### src/hdl/alpha_test_range_resolver_unit_defines.svh
// ----------------------------------------------------------------------------
// Alpha test range resolver - assertion macros
// Assertion forms for the resolver's top-level RTL file.
// ----------------------------------------------------------------------------
`ifndef ALPHA_TEST_RANGE_RESOLVER_UNIT_DEFINES_SVH
`define ALPHA_TEST_RANGE_RESOLVER_UNIT_DEFINES_SVH

// Same-cycle implication, sampled on clk, quiet while rst_n is low.
`define ATRR_ASSERT_NOW(lbl, ante, cons, msg) \
  lbl: assert property (@(posedge clk) disable iff (!rst_n) (ante) |-> (cons)) \
    else $error(msg);

// Next-cycle implication, sampled on clk, quiet while rst_n is low.
`define ATRR_ASSERT_NEXT(lbl, ante, cons, msg) \
  lbl: assert property (@(posedge clk) disable iff (!rst_n) (ante) |=> (cons)) \
    else $error(msg);

`endif

### src/hdl/atrr_pkg.sv
// ----------------------------------------------------------------------------
// atrr_pkg
// Types, codes and constants of the alpha test range resolver.
// ----------------------------------------------------------------------------
package atrr_pkg;

  localparam logic [7:0]  ALPHA_FULL      = 8'hff;
  localparam logic [31:0] MASK_ALL        = 32'hffff_ffff;
  localparam logic [31:0] MASK_ALPHA_BYTE = 32'hff00_0000;
  localparam logic [7:0]  FIXED_ALPHA1_RST = 8'd128;

  typedef enum logic [1:0] {
    FMT_32  = 2'd0,
    FMT_24  = 2'd1,
    FMT_16  = 2'd2,
    FMT_PAL = 2'd3
  } fmt_class_t;

  typedef enum logic [1:0] {
    FN_MODULATE   = 2'd0,
    FN_DECAL      = 2'd1,
    FN_HIGHLIGHT  = 2'd2,
    FN_HIGHLIGHT2 = 2'd3
  } tex_func_t;

  typedef enum logic [2:0] {
    TM_NEVER    = 3'd0,
    TM_ALWAYS   = 3'd1,
    TM_LESS     = 3'd2,
    TM_LEQUAL   = 3'd3,
    TM_EQUAL    = 3'd4,
    TM_GEQUAL   = 3'd5,
    TM_GREATER  = 3'd6,
    TM_NOTEQUAL = 3'd7
  } test_mode_t;

  typedef enum logic [1:0] {
    FAIL_KEEP     = 2'd0,
    FAIL_FB_ONLY  = 2'd1,
    FAIL_ZB_ONLY  = 2'd2,
    FAIL_RGB_ONLY = 2'd3
  } fail_mode_t;

  typedef enum logic [2:0] {
    REG_ALPHA_EXPAND = 3'd0,
    REG_FIXED_ALPHA0 = 3'd1,
    REG_FIXED_ALPHA1 = 3'd2,
    REG_FMT_CLASS    = 3'd3,
    REG_TEX_FUNC     = 3'd4,
    REG_TEST_MODE    = 3'd5,
    REG_REF_ALPHA    = 3'd6,
    REG_FAIL_MODE    = 3'd7
  } cfg_idx_t;

  typedef struct packed {
    logic       alpha_expand;
    logic [7:0] fixed_alpha0;
    logic [7:0] fixed_alpha1;
    fmt_class_t fmt_class;
    tex_func_t  tex_func;
    test_mode_t test_mode;
    logic [7:0] ref_alpha;
    fail_mode_t fail_mode;
  } cfg_t;

  // Texture range stage -> combine stage
  typedef struct packed {
    logic        tex_used;
    logic [7:0]  vtx_min;
    logic [7:0]  vtx_max;
    logic [7:0]  tex_min;
    logic [7:0]  tex_max;
    logic [31:0] frame_mask;
    logic [31:0] depth_mask;
  } s1_t;

  // Combine stage -> test stage
  typedef struct packed {
    logic [7:0]  amin;
    logic [7:0]  amax;
    logic [31:0] frame_mask;
    logic [31:0] depth_mask;
  } s2_t;

  // Test stage -> ports
  typedef struct packed {
    logic        decided;
    logic        all_pass;
    logic [31:0] frame_mask;
    logic [31:0] depth_mask;
    logic [7:0]  range_min;
    logic [7:0]  range_max;
  } res_t;

endpackage

### src/hdl/atrr_tex_range.sv
// ----------------------------------------------------------------------------
// atrr_tex_range
// Stage 1: texture alpha range from the format class.
// ----------------------------------------------------------------------------
module atrr_tex_range (
  input  logic              clk,
  input  logic              rst_n,
  input  atrr_pkg::cfg_t    cfg,
  input  logic              in_vld,
  input  logic              tex_used,
  input  logic [7:0]        vtx_min,
  input  logic [7:0]        vtx_max,
  input  logic [7:0]        pal_min,
  input  logic [7:0]        pal_max,
  input  logic [31:0]       frame_mask,
  input  logic [31:0]       depth_mask,
  output logic              out_vld,
  output atrr_pkg::s1_t     out_data
);

  logic          vld_r;
  atrr_pkg::s1_t data_r;
  atrr_pkg::s1_t data_nxt;
  logic [7:0]    fa_lo;
  logic [7:0]    fa_hi;

  always_comb begin
    fa_lo = (cfg.fixed_alpha0 < cfg.fixed_alpha1) ? cfg.fixed_alpha0 : cfg.fixed_alpha1;
    fa_hi = (cfg.fixed_alpha0 > cfg.fixed_alpha1) ? cfg.fixed_alpha0 : cfg.fixed_alpha1;
    data_nxt            = '0;
    data_nxt.tex_used   = tex_used;
    data_nxt.vtx_min    = vtx_min;
    data_nxt.vtx_max    = vtx_max;
    data_nxt.frame_mask = frame_mask;
    data_nxt.depth_mask = depth_mask;
    case (cfg.fmt_class)
      atrr_pkg::FMT_32: begin
        data_nxt.tex_min = 8'd0;
        data_nxt.tex_max = atrr_pkg::ALPHA_FULL;
      end
      atrr_pkg::FMT_24: begin
        data_nxt.tex_min = cfg.alpha_expand ? 8'd0 : cfg.fixed_alpha0;
        data_nxt.tex_max = cfg.fixed_alpha0;
      end
      atrr_pkg::FMT_16: begin
        data_nxt.tex_min = cfg.alpha_expand ? 8'd0 : fa_lo;
        data_nxt.tex_max = fa_hi;
      end
      default: begin
        data_nxt.tex_min = pal_min;
        data_nxt.tex_max = pal_max;
      end
    endcase
  end

  always_ff @(posedge clk) begin
    if (!rst_n) begin
      vld_r <= 1'b0;
    end else begin
      vld_r <= in_vld;
    end
  end

  always_ff @(posedge clk) begin
    data_r <= data_nxt;
  end

  assign out_vld  = vld_r;
  assign out_data = data_r;

endmodule

### src/hdl/atrr_combine.sv
// ----------------------------------------------------------------------------
// atrr_combine
// Stage 2: texture function applied to each bound of the range when the texture is used.
// ----------------------------------------------------------------------------
module atrr_combine (
  input  logic              clk,
  input  logic              rst_n,
  input  atrr_pkg::cfg_t    cfg,
  input  logic              in_vld,
  input  atrr_pkg::s1_t     in_data,
  output logic              out_vld,
  output atrr_pkg::s2_t     out_data
);

  logic          vld_r;
  atrr_pkg::s2_t data_r;
  atrr_pkg::s2_t data_nxt;

  // One bound: 8x8 product or 9-bit sum, each saturated to a byte, or the texture bound
  function automatic logic [7:0] comb_bound(atrr_pkg::tex_func_t fn,
                                            logic [7:0] vtx, logic [7:0] tex);
    logic [15:0] prod;
    logic [8:0]  sum;
    logic [7:0]  res;
    prod = 16'(vtx) * 16'(tex);
    sum  = 9'(vtx) + 9'(tex);
    case (fn)
      atrr_pkg::FN_MODULATE:  res = prod[15] ? atrr_pkg::ALPHA_FULL : prod[14:7];
      atrr_pkg::FN_HIGHLIGHT: res = sum[8] ? atrr_pkg::ALPHA_FULL : sum[7:0];
      default:                res = tex;
    endcase
    return res;
  endfunction

  always_comb begin
    data_nxt.frame_mask = in_data.frame_mask;
    data_nxt.depth_mask = in_data.depth_mask;
    if (in_data.tex_used) begin
      data_nxt.amin = comb_bound(cfg.tex_func, in_data.vtx_min, in_data.tex_min);
      data_nxt.amax = comb_bound(cfg.tex_func, in_data.vtx_max, in_data.tex_max);
    end else begin
      data_nxt.amin = in_data.vtx_min;
      data_nxt.amax = in_data.vtx_max;
    end
  end

  always_ff @(posedge clk) begin
    if (!rst_n) begin
      vld_r <= 1'b0;
    end else begin
      vld_r <= in_vld;
    end
  end

  always_ff @(posedge clk) begin
    data_r <= data_nxt;
  end

  assign out_vld  = vld_r;
  assign out_data = data_r;

endmodule

### src/hdl/atrr_test.sv
// ----------------------------------------------------------------------------
// atrr_test
// Stage 3: alpha test over the range, fail handling, result register.
// ----------------------------------------------------------------------------
module atrr_test (
  input  logic              clk,
  input  logic              rst_n,
  input  atrr_pkg::cfg_t    cfg,
  input  logic              in_vld,
  input  atrr_pkg::s2_t     in_data,
  output logic              out_vld,
  output atrr_pkg::res_t    out_data
);

  logic           vld_r;
  atrr_pkg::res_t data_r;
  atrr_pkg::res_t data_nxt;
  logic           decided;
  logic           pass;
  logic [7:0]     r;

  always_comb begin
    r       = cfg.ref_alpha;
    decided = 1'b1;
    pass    = 1'b1;
    case (cfg.test_mode)
      atrr_pkg::TM_NEVER:  pass = 1'b0;
      atrr_pkg::TM_ALWAYS: pass = 1'b1;
      atrr_pkg::TM_LESS: begin
        if (in_data.amax < r)       pass = 1'b1;
        else if (in_data.amin >= r) pass = 1'b0;
        else                        decided = 1'b0;
      end
      atrr_pkg::TM_LEQUAL: begin
        if (in_data.amax <= r)      pass = 1'b1;
        else if (in_data.amin > r)  pass = 1'b0;
        else                        decided = 1'b0;
      end
      atrr_pkg::TM_EQUAL: begin
        if (in_data.amin == r && in_data.amax == r)     pass = 1'b1;
        else if (in_data.amin > r || in_data.amax < r)  pass = 1'b0;
        else                                            decided = 1'b0;
      end
      atrr_pkg::TM_GEQUAL: begin
        if (in_data.amin >= r)      pass = 1'b1;
        else if (in_data.amax < r)  pass = 1'b0;
        else                        decided = 1'b0;
      end
      atrr_pkg::TM_GREATER: begin
        if (in_data.amin > r)       pass = 1'b1;
        else if (in_data.amax <= r) pass = 1'b0;
        else                        decided = 1'b0;
      end
      default: begin
        if (in_data.amin == r && in_data.amax == r)     pass = 1'b0;
        else if (in_data.amin > r || in_data.amax < r)  pass = 1'b1;
        else                                            decided = 1'b0;
      end
    endcase

    data_nxt.decided    = decided;
    data_nxt.all_pass   = decided && pass;
    data_nxt.range_min  = in_data.amin;
    data_nxt.range_max  = in_data.amax;
    data_nxt.frame_mask = in_data.frame_mask;
    data_nxt.depth_mask = in_data.depth_mask;
    if (decided && !pass) begin
      case (cfg.fail_mode)
        atrr_pkg::FAIL_KEEP: begin
          data_nxt.frame_mask = atrr_pkg::MASK_ALL;
          data_nxt.depth_mask = atrr_pkg::MASK_ALL;
        end
        atrr_pkg::FAIL_FB_ONLY: data_nxt.depth_mask = atrr_pkg::MASK_ALL;
        atrr_pkg::FAIL_ZB_ONLY: data_nxt.frame_mask = atrr_pkg::MASK_ALL;
        default: begin
          data_nxt.frame_mask = in_data.frame_mask | atrr_pkg::MASK_ALPHA_BYTE;
          data_nxt.depth_mask = atrr_pkg::MASK_ALL;
        end
      endcase
    end
  end

  always_ff @(posedge clk) begin
    if (!rst_n) begin
      vld_r <= 1'b0;
    end else begin
      vld_r <= in_vld;
    end
  end

  always_ff @(posedge clk) begin
    data_r <= data_nxt;
  end

  assign out_vld  = vld_r;
  assign out_data = data_r;

endmodule

### src/hdl/alpha_test_range_resolver_unit.sv
// ----------------------------------------------------------------------------
// alpha_test_range_resolver_unit
// Per-primitive alpha range and alpha test resolution, three-stage pipeline.
// ----------------------------------------------------------------------------
//
//  channel   | handshake              | payload
//  ----------+------------------------+--------------------------------------
//  input     | start / busy           | in_color_alpha_*, in_tex_alpha_used,
//            |                        | in_palette_alpha_*, in_*_mask_in
//  result    | out_valid (strobe)     | out_decided, out_all_pass, out_*_mask,
//            |                        | out_range_min, out_range_max
//  config    | cfg_we                 | cfg_addr, cfg_data
//
// One word is taken every cycle while busy is low; its strobe follows through the
// texture range, combine and test/fail registers.
// busy is high while rst_n is low and until the first edge that sees it high; traffic
// never raises it, since every stage advances every cycle.
// The receiver cannot stall: out_valid lasts one cycle per word.
// Reset clears the valid bits and returns the configuration registers to their defaults.
// ----------------------------------------------------------------------------
`include "alpha_test_range_resolver_unit_defines.svh"

module alpha_test_range_resolver_unit (
  input  logic        clk,
  input  logic        rst_n,
  // configuration write port
  input  logic        cfg_we,
  input  logic [2:0]  cfg_addr,
  input  logic [7:0]  cfg_data,
  // input words
  input  logic        start,
  output logic        busy,
  input  logic [7:0]  in_color_alpha_min,
  input  logic [7:0]  in_color_alpha_max,
  input  logic        in_tex_alpha_used,
  input  logic [7:0]  in_palette_alpha_min,
  input  logic [7:0]  in_palette_alpha_max,
  input  logic [31:0] in_frame_mask_in,
  input  logic [31:0] in_depth_mask_in,
  // result words
  output logic        out_valid,
  output logic        out_decided,
  output logic        out_all_pass,
  output logic [31:0] out_frame_mask_out,
  output logic [31:0] out_depth_mask_out,
  output logic [7:0]  out_range_min,
  output logic [7:0]  out_range_max
);

  atrr_pkg::cfg_t cfg_r;
  logic           busy_r;
  logic           accept;

  logic           s1_vld;
  atrr_pkg::s1_t  s1_data;
  logic           s2_vld;
  atrr_pkg::s2_t  s2_data;
  logic           res_vld;
  atrr_pkg::res_t res_data;

  // Words offered while busy is high are dropped
  assign accept = start && !busy_r;
  assign busy   = busy_r;

  always_ff @(posedge clk) begin
    if (!rst_n) begin
      busy_r <= 1'b1;
    end else begin
      busy_r <= 1'b0;
    end
  end

  // Configuration registers; only the low bits a register needs are kept
  always_ff @(posedge clk) begin
    if (!rst_n) begin
      cfg_r.alpha_expand <= 1'b0;
      cfg_r.fixed_alpha0 <= 8'd0;
      cfg_r.fixed_alpha1 <= atrr_pkg::FIXED_ALPHA1_RST;
      cfg_r.fmt_class    <= atrr_pkg::FMT_32;
      cfg_r.tex_func     <= atrr_pkg::FN_MODULATE;
      cfg_r.test_mode    <= atrr_pkg::TM_ALWAYS;
      cfg_r.ref_alpha    <= 8'd0;
      cfg_r.fail_mode    <= atrr_pkg::FAIL_KEEP;
    end else if (cfg_we) begin
      case (atrr_pkg::cfg_idx_t'(cfg_addr))
        atrr_pkg::REG_ALPHA_EXPAND: cfg_r.alpha_expand <= cfg_data[0];
        atrr_pkg::REG_FIXED_ALPHA0: cfg_r.fixed_alpha0 <= cfg_data;
        atrr_pkg::REG_FIXED_ALPHA1: cfg_r.fixed_alpha1 <= cfg_data;
        atrr_pkg::REG_FMT_CLASS:
          cfg_r.fmt_class <= atrr_pkg::fmt_class_t'(cfg_data[1:0]);
        atrr_pkg::REG_TEX_FUNC:
          cfg_r.tex_func <= atrr_pkg::tex_func_t'(cfg_data[1:0]);
        atrr_pkg::REG_TEST_MODE:
          cfg_r.test_mode <= atrr_pkg::test_mode_t'(cfg_data[2:0]);
        atrr_pkg::REG_REF_ALPHA:    cfg_r.ref_alpha <= cfg_data;
        atrr_pkg::REG_FAIL_MODE:
          cfg_r.fail_mode <= atrr_pkg::fail_mode_t'(cfg_data[1:0]);
        default: ;
      endcase
    end
  end

  // Stage 1: texture alpha range
  atrr_tex_range u_tex_range (
    .clk        (clk),
    .rst_n      (rst_n),
    .cfg        (cfg_r),
    .in_vld     (accept),
    .tex_used   (in_tex_alpha_used),
    .vtx_min    (in_color_alpha_min),
    .vtx_max    (in_color_alpha_max),
    .pal_min    (in_palette_alpha_min),
    .pal_max    (in_palette_alpha_max),
    .frame_mask (in_frame_mask_in),
    .depth_mask (in_depth_mask_in),
    .out_vld    (s1_vld),
    .out_data   (s1_data)
  );

  // Stage 2: vertex and texture ranges combined
  atrr_combine u_combine (
    .clk      (clk),
    .rst_n    (rst_n),
    .cfg      (cfg_r),
    .in_vld   (s1_vld),
    .in_data  (s1_data),
    .out_vld  (s2_vld),
    .out_data (s2_data)
  );

  // Stage 3: alpha test resolution and fail masks
  atrr_test u_test (
    .clk      (clk),
    .rst_n    (rst_n),
    .cfg      (cfg_r),
    .in_vld   (s2_vld),
    .in_data  (s2_data),
    .out_vld  (res_vld),
    .out_data (res_data)
  );

  assign out_valid          = res_vld;
  assign out_decided        = res_data.decided;
  assign out_all_pass       = res_data.all_pass;
  assign out_frame_mask_out = res_data.frame_mask;
  assign out_depth_mask_out = res_data.depth_mask;
  assign out_range_min      = res_data.range_min;
  assign out_range_max      = res_data.range_max;

  // An accepted word reaches the combine stage on the next edge
  `ATRR_ASSERT_NEXT(a_s1_follows_accept, accept, s1_vld,
                    "accepted word did not enter stage 2")

  // Every valid test-stage input produces a result strobe
  `ATRR_ASSERT_NEXT(a_res_follows_s2, s2_vld, out_valid,
                    "stage 3 word lost before the result port")

  // A pass claim is only made for a decided range
  `ATRR_ASSERT_NOW(a_pass_needs_decided, out_valid && out_all_pass, out_decided,
                   "all_pass reported for an undecided range")

  // A decided fail under keep mode leaves both masks at all ones
  `ATRR_ASSERT_NOW(a_keep_masks,
                   out_valid && out_decided && !out_all_pass &&
                   cfg_r.fail_mode == atrr_pkg::FAIL_KEEP,
                   out_frame_mask_out == atrr_pkg::MASK_ALL &&
                   out_depth_mask_out == atrr_pkg::MASK_ALL,
                   "keep fail mode did not force both masks")

endmodule
### config.mk
export PLATFORM = sky130hd
export DESIGN_NAME = alpha_test_range_resolver_unit
export DESIGN_NICKNAME = d
export VERILOG_FILES = /design/src/hdl/atrr_pkg.sv /design/src/hdl/atrr_tex_range.sv /design/src/hdl/atrr_combine.sv /design/src/hdl/atrr_test.sv /design/src/hdl/alpha_test_range_resolver_unit.sv
export VERILOG_INCLUDE_DIRS = /design/src /design/src/hdl
export SDC_FILE = /design/constraint.sdc
export NUM_CORES = 1
export LEC_CHECK = 0
export ABC_CLOCK_PERIOD_IN_PS = 8200
export BUFFER_PORTS_ARGS = -buffer_cell sky130_fd_sc_hd__clkbuf_2
export CAP_MARGIN = 20
export CORE_AREA = 2 2 204 206
export DETAILED_ROUTE_END_ITERATION = 8
export DIE_AREA = 0 0 206 208
export SLEW_MARGIN = 20
export SYNTH_ARGS = -nofsm -noshare
export SYNTH_HDL_FRONTEND = slang
export SYNTH_HIERARCHICAL = 1
export SYNTH_SLANG_ARGS = --single-unit
### constraint.sdc
create_clock -name clk -period 8.2 [get_ports clk]
set_input_delay 0.41 -clock clk [delete_from_list [all_inputs] [get_ports clk]]
set_output_delay 0.41 -clock clk [all_outputs]
set_load 0.02 [all_outputs]
==> results of run 1 <==
timing repair:
action | CTS | global route
gates resized for setup | 0 | 0
endpoints found under the hold margin | 81 | 0
hold buffers | 81 | 0
kinds of logic after synthesis:
kind of cell               Yosys count  synth area share, %
AOI/OAI and AO/OA                  286                 16.5
buffers and inverters              159                 4.82
DFF                                297                 42.2
xor gates and xnor gates            23                 1.48
adders and majority gates          178                 19.7
and+or+nand+nor                    345                 12.8
muxes                               36                 2.56
through the flow:
| stage | worst slack (ns) | hold WS (ns) | power, mW | util, % | cells |
|---|---|---|---|---|---|
| global placement | 3.31 | 0.310 | 2.82 | 38.3 | 2017 |
| CTS | 3.18 | 0.0789 | 4.42 | 43.1 | 2156 |
| detailed placement | 3.19 | 0.312 | 2.85 | 38.3 | 2017 |
| floorplan | 3.62 | 0.310 | 2.53 | - | 1324 |
| finish | 3.17 | 0.108 | 4.38 | 43.2 | 2157 |
| global route | 2.86 | 0.115 | 4.65 | 43.2 | 2157 |
power breakdown:
group / internal, mW / total, mW / leakage, nW / switching (mW)
clock network: 0.914 / 1.52 / 0.557 / 0.607
logic: 0.532 / 1.22 / 5.05 / 0.685
registers: 1.56 / 1.64 / 2.49 / 0.0771
total: 3.01 / 4.38 / 8.09 / 1.37
metal layers:
| layer | GRT usage (%) | routed length (µm) |
|---|---|---|
| met5 | 0 | 12 |
| met4 | 5.34 | 902 |
| met3 | 4.07 | 2720 |
| met2 | 28.3 | 17100 |
| met1 | 21.7 | 15400 |
registers in the layout, indices dropped and copies added (netlist names):
register              count
busy                      1
cfg_r                    34
u_combine/out_data       80
u_combine/out_vld         1
u_test/out_data          82
u_test/out_vld            1
u_tex_range/out_data     97
u_tex_range/out_vld       1
worst register-to-register path, delay by kind of cell, from the launching register on:
family	cells	cell delay (ns)
adder cells (fa/ha/maj)	6	2.65
AO/OA/AOI/OAI	4	0.88
flip-flops	1	0.51
multiplexers	1	0.32
AND/OR/NAND/NOR	1	0.23
XOR/XNOR	1	0.23
buffers and inverters	2	0.09
synthesized netlist by cell type, types with 3 or more instances:
library cell / n
o21ai_0: 38
o21a_1: 9
xnor2_1: 10
nor2_1: 41
a22o_1: 8
nor4_1: 9
o211a_1: 3
o21bai_1: 8
o21ai_1: 4
o21bai_2: 58
nand3_1: 11
buf_4: 3
dfxtp_1: 297
a21boi_0: 3
a21o_1: 12
inv_1: 121
a31oi_1: 8
xor2_1: 12
buf_6: 8
ha_1: 106
mux2i_1: 36
o211ai_2: 8
fa_1: 72
nor2b_1: 16
nor3_1: 17
o22ai_1: 3
nand2b_1: 7
nand2_1: 117
a211o_1: 3
o221ai_1: 4
nand4_1: 5
and2_1: 89
and3_1: 3
nand4b_1: 4
o211ai_1: 12
a211oi_1: 14
a21oi_1: 55
clkbuf_1: 16
nand3b_1: 8
buf_2: 9
layout make-up:
class                   count  share of cell area, %
well taps                 532                   3.80
flip-flops and latches    297                   34.0
clock buffers              39                   4.95
repair buffers            281                   10.5
multi-input cells         868                   42.6
clock inverters            19                   1.53
inverters                 121                   2.59
layout by cell type, fill, tap and decap left out, drive strengths merged, types with 6 or more instances in the layout:
| cell | synthesis | routed |
|---|---|---|
| dfxtp | 297 | 297 |
| clkbuf | 16 | 234 |
| inv | 121 | 122 |
| nand2 | 117 | 117 |
| ha | 106 | 106 |
| and2 | 89 | 89 |
| dlygate4sd3 | 0 | 81 |
| fa | 72 | 72 |
| o21bai | 68 | 68 |
| a21oi | 57 | 57 |
| o21ai | 44 | 44 |
| nor2 | 43 | 43 |
| mux2i | 36 | 36 |
| o211ai | 21 | 21 |
| nor3 | 18 | 18 |
| nor2b | 17 | 17 |
| a211oi | 16 | 16 |
| a21o | 12 | 12 |
| xor2 | 12 | 12 |
| clkinv | 0 | 12 |
| nand3 | 11 | 11 |
| xnor2 | 11 | 11 |
| o21a | 9 | 9 |
| nor4 | 9 | 9 |
| a31oi | 8 | 8 |
| a22o | 8 | 8 |
| nand3b | 8 | 8 |
| nand2b | 7 | 7 |
| nand4 | 6 | 6 |
| o221ai | 6 | 6 |
worst paths after layout:
path	from	endpoint	depth (start not counted)	slack [ns]
worst min-delay path	cfg_data[0]	cfg_r[10]	3	0.11
worst max register to register	u_tex_range/out_data[92]	u_combine/out_data[72]	15	3.17
worst min register to register	u_tex_range/out_data[9]	u_combine/out_data[9]	0	0.32
worst max-delay path	u_tex_range/out_data[92]	u_combine/out_data[72]	15	3.17
==> summary.md, run 1 <==
| Metric | Value |
|---|---|
| Number of remaining DRC errors | `0` |
| Post-detail-place hpwl | `27,000 µm` |
| Initial DRC count | `564` |
| Design Area, Final | `17,500 µm²` |
| IO Port Bufs | `195` |
| Worst path top cell family by delay | `adder cells` |
| Netlist cell types | `85` |
| Final hold vios | `0` |
| CP startpoint kind | `flip-flop` |
| CP Cell Sequence | `ha_1, fa_1, fa_1, fa_1, inv_1, fa_1, inv_1, ha_1, and4_1, o21a_1, a21oi_1, mux2i_1, xnor2_2, a21oi_1, a211o_1` |
| Drt via density | `4.82` |
| CTS tree | `done` |
| Chip width | `206 µm` |
| Worst-Skew Late Latency | `0.59 ns` |
| Fin. max-slew vios | `0` |
| FF+latch area | `5950 µm²` |
| # setup viols final | `0` |
| Starting density of the core | `34.7%` |
| CP max-delay cell | `fa_1` |
| Cells after synthesis | `1,324` |
| Max Fanout on Critical Path | `9` |
| Largest vdd supply drop | `0.263 mV` |
| Max_cap viols | `0` |
| Setup tns final | `0 ns` |
| Synth top area share | `42.2%` |
| Final GP Congestion | `0.895` |
| Post-synth EDFFs | `0` |
| Avg Synthesized Cell Area | `10.6 µm²` |
| Layout area overhead | `24.3%` |
| All-layer global routing usage | `17.0%` |
| RSZ-0062 raised after global routing | `no` |
| Hold WC Path Type | `in2reg` |
| Number of synthesized register bits | `297` |
| Clock sink count | `297` |
| Max Root-Sink Buffers | `3` |
| Clock-pin slew on the worst setup and hold paths | `0.07 ns` |
| First-pass GRT wire length | `58,200 µm` |
| Max incr delay on CP | `0.54 ns` |
| Syn nets | `1,614` |
| Sequential share of the synthesized area | `42.2%` |
| Die area | `42,800 µm²` |
| CORE AREA | `40,600 µm²` |
| Grt ovf | `0` |
| Warnings from Yosys | `6` |
| Post-synth top flop | `dfxtp_1` |
| Post-CTS Setup Bufs | `0` |
| Filler cells | `3,852` |
| Io pins | `196` |
| Max H-tree Level | `1` |
| Run status | `finished, final reports clean` |
| Asr flop ratio synth | `0%` |
| Most area-consuming cells after synthesis | `dfxtp_1, fa_1, ha_1` |
| Synth Cell Area | `14,100 µm²` |
| Vias in the first global route | `10,700` |
| Antenna viol nets, final | `0` |
| Critical path type | `reg2reg` |
| Placed Instance Area | `15,500 µm²` |
| Leak Pwr | `8.09 nW` |
| Avg WL per Cell | `16.7 µm` |
| Cts bufs inserted | `31` |
| CP endpoint kind | `flip-flop` |
| Clock Tree Root | `clkbuf_16` |
| Vias | `10,400` |
| Share of cells above drive strength 1 | `21.5%` |
| Multi-input gate area | `7460 µm²` |
| Tmin final | `5.03 ns` |
| Max-Slew Margin vs Limit | `27.3%` |
| Worst Path Buf+Inv | `2` |
| Clock Skew | `0.0200 ns` |
| WL final | `36,100 µm` |
| Final nets | `1,890` |
| Cell taking the most area after synthesis | `dfxtp_1` |
| Die Y | `208 µm` |
| Final Cycle Share | `61.3%` |
| Ant diodes | `0` |
| 1st-pass router iterations | `5` |
| Cell Rows | `74` |
| CP arrival | `5.50 ns` |
| Max Fclk | `199 MHz` |
| Worst EP required | `8.68 ns` |
| Initial antenna violation count | `2` |
| PwrDens | `250 nW/µm²` |
| Worst Max-Slew Pin Slew | `1.09 ns` |
| Most frequent CP cell | `fa_1` |
| Pin count of the biggest net entering global routing | `65` |
Note: power is estimated with default switching activity, not from simulation.
==> inputs of run 2 (changes only) <==
- ABC_CLOCK_PERIOD_IN_PS: 8200 -> 5100
- clock period: 8.2 -> 5.1 ns (I/O delays scaled with it)
==> run 2 against run 1 <==
Via count fell by 0.20%. Non-clock buffer count rose by 20. Design area rose by 0.87%. Largest cell class unchanged. Sequential power rose by 60%. Largest power group unchanged.
==> summary.md, run 2 (synthesis results as in run 1) <==
| Metric | Value |
|---|---|
| Run status | `finished, final reports clean` |
| Die Y | `208 µm (unchanged)` |
| Vias | `10,400 (-0.20%)` |
| Post-Place Setup Slack | `0.0373 ns (-3.15 ns)` |
| Largest register FFs | `97 (unchanged)` |
| CP arrival | `5.29 ns (-0.21 ns)` |
| Pin count of the biggest net entering global routing | `49 (-25%)` |
| Ant diodes | `0 (unchanged)` |
| Final hold vios | `0 (unchanged)` |
| Die area | `42,800 µm² (unchanged)` |
| CORE AREA | `40,600 µm² (unchanged)` |
| Fin. max-slew vios | `0 (unchanged)` |
| Cts bufs inserted | `31 (unchanged)` |
| DR WL met2 | `17,400 µm (+1.9%)` |
| Max-Slew Margin vs Limit | `40.3% (+13 points)` |
| Clock Skew | `0.0207 ns (+0.000763 ns)` |
| Layout area overhead | `25.4%` |
| Max incr delay on CP | `0.56 ns (+0.02 ns)` |
| Filler cells | `3,859 (+0.18%)` |
| IO Port Bufs | `195 (unchanged)` |
| Io pins | `196 (unchanged)` |
| Max H-tree Level | `1 (unchanged)` |
| Number of remaining DRC errors | `0 (unchanged)` |
| Worst EP required | `5.53 ns (-3.15 ns)` |
| Final Cycle Share | `95.3% (+34 points)` |
| Share of cells above drive strength 1 | `22.9% (+1.4 points)` |
| Avg WL per Cell | `16.8 µm (about the same)` |
| 1st-pass router iterations | `5 (unchanged)` |
| Max Fclk | `206 MHz (+3.5%)` |
| Hold WC Path Type | `in2reg` |
| Initial antenna violation count | `1 (-1)` |
| Max Fanout on Critical Path | `9 (unchanged)` |
| WL final | `36,500 µm (+0.95%)` |
| Drt via density | `4.76 (-1.1%)` |
| Critical path type | `reg2reg` |
| Vias in the first global route | `10,900 (+2.4%)` |
| Clock-pin slew on the worst setup and hold paths | `0.06 ns (about the same)` |
| PwrDens | `396 nW/µm² (+58%)` |
| CP max-delay cell | `fa_1` |
| First-pass GRT wire length | `58,300 µm (+0.31%)` |
| Post-detail-place hpwl | `27,200 µm (+0.64%)` |
| Worst-Skew Late Latency | `0.59 ns (about the same)` |
| Chip width | `206 µm (unchanged)` |
| Leading cell type in the layout, fill and taps excluded | `dfxtp_1` |
| Clock Tree Root | `clkbuf_16` |
| Max_cap viols | `0 (unchanged)` |
| All-layer global routing usage | `17.1% (+0.084 points)` |
| Wl on met1 | `15,500 µm (+1.0%)` |
| CP endpoint kind | `flip-flop` |
| Final nets | `1,910 (+1.1%)` |
| Top Layer Used | `met4` |
| Grt ovf | `0 (unchanged)` |
| CP startpoint kind | `flip-flop` |
| Final Worst Setup Slack | `0.240 ns (-2.93 ns)` |
| Starting density of the core | `34.7% (unchanged)` |
| CP Cell Sequence | `and2_1, fa_1, fa_1, fa_1, inv_1, fa_1, inv_1, ha_1, o21ai_0, nor2b_1, or4_1, nor2_1, a2111oi_4, buf_4, o21ai_0, a31oi_1` |
| Tmin final | `4.86 ns (-0.168 ns)` |
| Initial DRC count | `497 (-12%)` |
| Final GP Congestion | `0.877 (-2.0%)` |
| Setup tns final | `0 ns (unchanged)` |
| # setup viols final | `0 (unchanged)` |
| Most frequent cells in the layout | `dfxtp_1, clkbuf_2, inv_1` |
| Leak Pwr | `8.15 nW (+0.76%)` |
| Met3 wire length | `2560 µm (-5.9%)` |
| Max Root-Sink Buffers | `3 (unchanged)` |
| RSZ-0062 raised after global routing | `no` |
| Most frequent CP cell | `fa_1` |
| CTS tree | `done` |
| Clock sink count | `297 (unchanged)` |
| Cell Rows | `74 (unchanged)` |
| Worst Max-Slew Pin Slew | `0.896 ns (-0.195 ns)` |
| Antenna viol nets, final | `0 (unchanged)` |
| Largest vdd supply drop | `0.354 mV (+35%)` |
## run 2: layout make-up
cell class / count / area, µm² / share of cell area [%]
Multi-Input combinational cell: 868 / 7480 / 42.3
Sequential cell: 297 / 5960 / 33.8
Timing Repair Buffer: 301 / 2020 / 11.4
Clock buffer: 40 / 860 / 4.87
Tap cell: 532 / 666 / 3.77
Inverter: 121 / 454 / 2.57
Clock inverter: 17 / 221 / 1.25
## run 2: final timing paths
check / startpoint / endpoint / slack [ns] / cells after the start
setup / recovery: u_tex_range/out_data[67] / u_combine/out_data[70] / 0.24 / 16
hold / removal: cfg_data[2] / cfg_r[27] / 0.04 / 3
setup reg to reg: u_tex_range/out_data[67] / u_combine/out_data[70] / 0.24 / 16
hold reg to reg: u_tex_range/out_data[19] / u_combine/out_data[19] / 0.32 / 0
## run 2: report_power, final
group          internal (mW)  switching [mW]  leakage [nW]
clock network           1.40           0.958         0.528
logic                  0.886            1.12          5.13
registers               2.51           0.115          2.49
## run 2: repair_timing
| action | 4_1_cts | 5_1_grt |
|---|---|---|
| endpoints found under the setup margin | 0 | 16 |
| hold endpoints to repair | 93 | 0 |
| buffers inserted | 0 | 2 |
| gates resized for setup | 0 | 16 |
| hold buffers | 87 | 0 |
## run 2: worst max-delay path, delay by kind of cell (launching register included)
kind / cells / cell delay, ns
compound gates: 4 / 0.48
fa+ha+maj: 5 / 2.32
simple gates: 4 / 1.09
buf+inv: 3 / 0.28
flops: 1 / 0.53
## run 2: layer usage
| layer | GRT usage, % | vias to the layer above |
|---|---|---|
| met4 | 5.02 | 0 |
| met3 | 4.14 | 58 |
| met2 | 29.0 | 276 |
| met5 | 0 | - |
| met1 | 21.4 | 4911 |
| li1 | - | 5120 |
## run 2: stage by stage
step / std cells / utilization (%) / instance area (µm²) / power, mW / hold slack, ns
2_1_floorplan: 1324 / - / 14100 / 4.07 / 0.283
3_3_place_gp: 2028 / 38.5 / 15600 / 4.55 / 0.310
3_5_place_dp: 2028 / 38.5 / 15600 / 4.58 / 0.312
4_1_cts: 2172 / 43.3 / 17600 / 7.03 / 0.0176
5_1_grt: 2176 / 43.5 / 17700 / 7.42 / 0.0189
6_report: 2176 / 43.5 / 17700 / 7.00 / 0.0351
